==> src/rtl/core/sab_ram.sv <==
// Generic single write port RAM with registered read.
module sab_ram #(
    parameter int WIDTH = 8,
    parameter int DEPTH = 256,
    parameter int ADDR_W = $clog2(DEPTH)
) (
    input  logic              i_clk,
    input  logic              i_we,
    input  logic [ADDR_W-1:0] i_waddr,
    input  logic [WIDTH-1:0]  i_wdata,
    input  logic [ADDR_W-1:0] i_raddr,
    output logic [WIDTH-1:0]  o_rdata
);
    logic [WIDTH-1:0] r_mem [DEPTH];
    logic [WIDTH-1:0] r_rdata;

    always_ff @(posedge i_clk) begin
        if (i_we) begin
            r_mem[i_waddr] <= i_wdata;
        end
        r_rdata <= r_mem[i_raddr];
    end

    assign o_rdata = r_rdata;
endmodule

==> config.mk <==
export PLATFORM = sky130hd
export DESIGN_NAME = sab_ram
export DESIGN_NICKNAME = d
export VERILOG_FILES = /design/src/rtl/core/sab_ram.sv
export SDC_FILE = /design/constraint.sdc
export NUM_CORES = 2
export LEC_CHECK = 0
export BUFFER_PORTS_ARGS = -buffer_cell sky130_fd_sc_hd__buf_2
export CAP_MARGIN = 25
export CORE_ASPECT_RATIO = 0.6
export CORE_MARGIN = 8
export CORE_UTILIZATION = 60
export CTS_CLUSTER_DIAMETER = 60
export DETAILED_ROUTE_END_ITERATION = 10
export PLACE_DENSITY_LB_ADDON = 0.2
export SLEW_MARGIN = 20
export SYNTH_ARGS = -nofsm -noshare
export SYNTH_HDL_FRONTEND = slang
export SYNTH_SLANG_ARGS = --single-unit
export TNS_END_PERCENT = 20
==> constraint.sdc <==
create_clock -name i_clk -period 2.5 [get_ports i_clk]
set_clock_uncertainty 0.15 [all_clocks]
set_input_delay 0.25 -clock i_clk [delete_from_list [all_inputs] [get_ports i_clk]]
set_output_delay 0.25 -clock i_clk [all_outputs]
set_load 0.01 [all_outputs]
==> flow_metrics.env <==
export IMPL_status="finished, final reports clean"
export IMPL_grtUsageTotal_pct=28.1
export IMPL_synth_area_per_cell_um2=21.3
export IMPL_synthMuxAreaShare_pct=14.6
export IMPL_yosysWarnings=0
export IMPL_io_buffers=33
export IMPL_crit_type="register to register"
export IMPL_first_pass_iters=5
export IMPL_ff_latch_area_um2=61700
export IMPL_grt_pass1_vias=40827
export IMPL_maxSlewHeadroom_pct=39.3
export IMPL_synth_edf_count=2048
export IMPL_crit_top_cell="buf_4"
export IMPL_grtUsageMet1_pct=45.3
export IMPL_via_count=42458
export IMPL_critical_path_buf_inv_count=2
export IMPL_crit_required_ps=2990
export IMPL_clk_pin_slew_ps=70
export IMPL_gp_congestion=0.917
export IMPL_cts_tree="built"
export IMPL_cp_top_family="compound AO/OA/AOI/OAI gates"
export IMPL_synth_nets=3759
export IMPL_use_met2_pct=38.5
export IMPL_ir_drop_v=0.000954
export IMPL_use_met3_pct=7.28
export IMPL_ios=34
export IMPL_grt_max_degree=120
export IMPL_ys_ff_latch=2056
export IMPL_layout_drive_gt1_share_pct=32.9
export IMPL_multiInputGateArea_um2=16700
export IMPL_cp_slowest_cell="mux4_2"
export IMPL_async_flop_share_pct=0
export IMPL_min_period_ps=2490
export IMPL_grt_overflow_total=0
export IMPL_wl_um=205000
export IMPL_clock_sinks=2056
export IMPL_grt_first_pass_wirelength_um=295000
export IMPL_finalSetupViolations=0
export IMPL_worst_pin_slew_ps=903
export IMPL_utilization_pct=70.5
export IMPL_drtIter0Drc=6525
export IMPL_fmax_mhz=402
export IMPL_slew_viol_final=0
export IMPL_pwr_density_cell_nw_per_um2=744
export IMPL_die_w_um=486
export IMPL_nFillCells=7834
export IMPL_synth_adder_area_share_pct=0
export IMPL_cp_arrival_ps=2980
export IMPL_fin_crit_sh_pct=99.4
export IMPL_cp_cell_sequence="mux4_2, a22o_1, a221oi_2, buf_4, o32ai_2, nor3_2, buf_4, nor4_1"
export IMPL_synthXorXnorAreaFrac_pct=0
export IMPL_timing_hold_ws_ps=59.7
export IMPL_synthToLayoutAreaGrowth_pct=16.6
export IMPL_synth_top_family_by_area="multiplexers"
export IMPL_drc=0
export IMPL_hold_viol_final=0
export IMPL_path_max_fanout=1
export IMPL_finish_instance_area_um2=92800
export IMPL_num_rows=103
export IMPL_cts_buffers=174
export IMPL_dp_hpwl_um=135000
export IMPL_ys_types=55
export IMPL_ys_seq_area_share_pct=77.5
export IMPL_dpl_cell_area_um2=87000
export IMPL_start_util_pct=60.5
export IMPL_placed_cells=6033
export IMPL_ant_nets=0
export IMPL_die_area_um2=145000
export IMPL_postCtsSetupBuffers=0
export IMPL_synth_ff_type="edfxtp_1"
export IMPL_syn_area_um2=79600
export IMPL_vias_per_cell=6.67
export IMPL_worst_path_largest_cell_delay_ps=480
export IMPL_synth_compound_area_share_pct=3.42
export IMPL_final_cells=6364
export IMPL_clk_path_buf_depth=3
export IMPL_cp_start_kind="register"
export IMPL_htreeDepth=4
export IMPL_busiest_layer="met1"
export IMPL_cap_viol_max_count=0
export IMPL_antenna_found_initial=11
export IMPL_die_h_um=298
export IMPL_core_um2=132000
export IMPL_p_leak_uw=0.0302
export IMPL_synthSimpleGateAreaFrac_pct=2.63
export IMPL_synthCells=3733
export IMPL_fin_nets=4457
export IMPL_root_buffer="clkbuf_16"
export IMPL_final_cell_mix="edfxtp_1 (2048), buf_4 (641), mux4_2 (454), nor2_1 (277), clkbuf_16 (181)"
export IMPL_cp_end_kind="register"
export IMPL_rsz0062_at_grt="true"
export IMPL_wl_per_cell_um=32.2
export IMPL_min_path_type="primary input to register"
export IMPL_clk_latency_ps=800
export IMPL_layout_commonest_cell="edfxtp_1"
[per-layer routing]
metal,part of all wire [%],vias to the layer above
li1,-,17096
met1,42,22070
met2,42,2968
met3,13,324
met4,2.5,0
met5,0,-
[path summary, 6_finish.rpt]
kind,end,startpoint,depth (start not counted),slack (ps)
setup reg to reg,o_rdata[3]$_DFF_P_,r_mem[211][3]$_DFFE_PP_,8,10
setup / recovery,o_rdata[3]$_DFF_P_,r_mem[211][3]$_DFFE_PP_,8,10
hold / removal,r_mem[235][6]$_DFFE_PP_,i_waddr[6],4,60
hold reg to reg,o_rdata[3]$_DFF_P_,r_mem[41][3]$_DFFE_PP_,7,950
[worst reg2reg max path, delay by kind of cell (launching register included)]
kind            cells  cell delay, ps
simple gates        2             430
buf+inv             2             400
compound gates      3             500
flops               1             370
mux                 1             480
[area by class of cell]
type	instances	share of cell area (%)
multi-input cells	1442	18.0
inverters	2	0.00809
repair buffers	755	7.14
diodes	2	0.00540
well taps	1785	2.41
clock inverters	112	1.02
clock buffers	210	5.00
flip-flops and latches	2056	66.5
[synthesized netlist by cell type (3+ instances only)]
cell,number,area share [%]
edfxtp_1,2048,77
mux4_2,454,13
nor2_1,282,1.3
mux2i_1,134,1.7
a22oi_1,133,1.3
clkbuf_1,111,0.52
a21oi_1,96,0.60
o221ai_1,46,0.51
nand3_1,34,0.21
nand2_1,33,0.16
buf_2,31,0.20
nor2b_1,31,0.24
o22ai_1,28,0.22
buf_4,27,0.25
nor4_1,24,0.19
buf_1,22,0.10
nor3_1,22,0.14
buf_6,21,0.30
a211oi_1,16,0.15
a221oi_1,13,0.14
buf_8,13,0.25
nand4_1,10,0.079
o211ai_1,10,0.094
o21ai_0,10,0.063
a22o_1,8,0.088
buf_12,8,0.20
dfxtp_1,8,0.20
nand2b_1,8,0.063
and2_1,6,0.047
o22a_1,5,0.055
o32ai_1,4,0.044
or2_2,4,0.031
nor4_2,3,0.047
[state kept, by name (all words and copies together), names as in the netlist]
| name | flops |
|---|---|
| o_rdata | 8 |
| r_mem | 2048 |
[power by group]
part	internal, µW	switching, µW	leakage [µW]
Combinational	1610	2460	0.00899
Sequential	38000	69.1	0.0185
Clock	14700	12200	0.00275
[through the flow]
stage	setup WS, ps	total power [µW]	setup TNS, ps
floorplan	162	40600	0
global placement	-1280	42700	-7580
detailed placement	-1020	42800	-6920
CTS	-14.0	69300	-30.0
global route	-77.8	70800	-132
finish	14.3	69000	0
[what timing repair did]
item / in CTS / in global routing
setup endpoints to repair: 8 / 5
gates resized for setup: 21 / 6
endpoints found under the hold margin: 501 / 0
pin swaps: 4 / 4
hold buffers: 8 / 0
[logic make-up (layout without fill, tap and decap cells)]
kind of cell	Yosys count	after routing
buf+inv	235	1079
simple gates	466	466
other cells	0	2
mux	591	591
flops	2056	2056
compound gates	385	385
No activity file was read; power rests on OpenSTA's default activity.
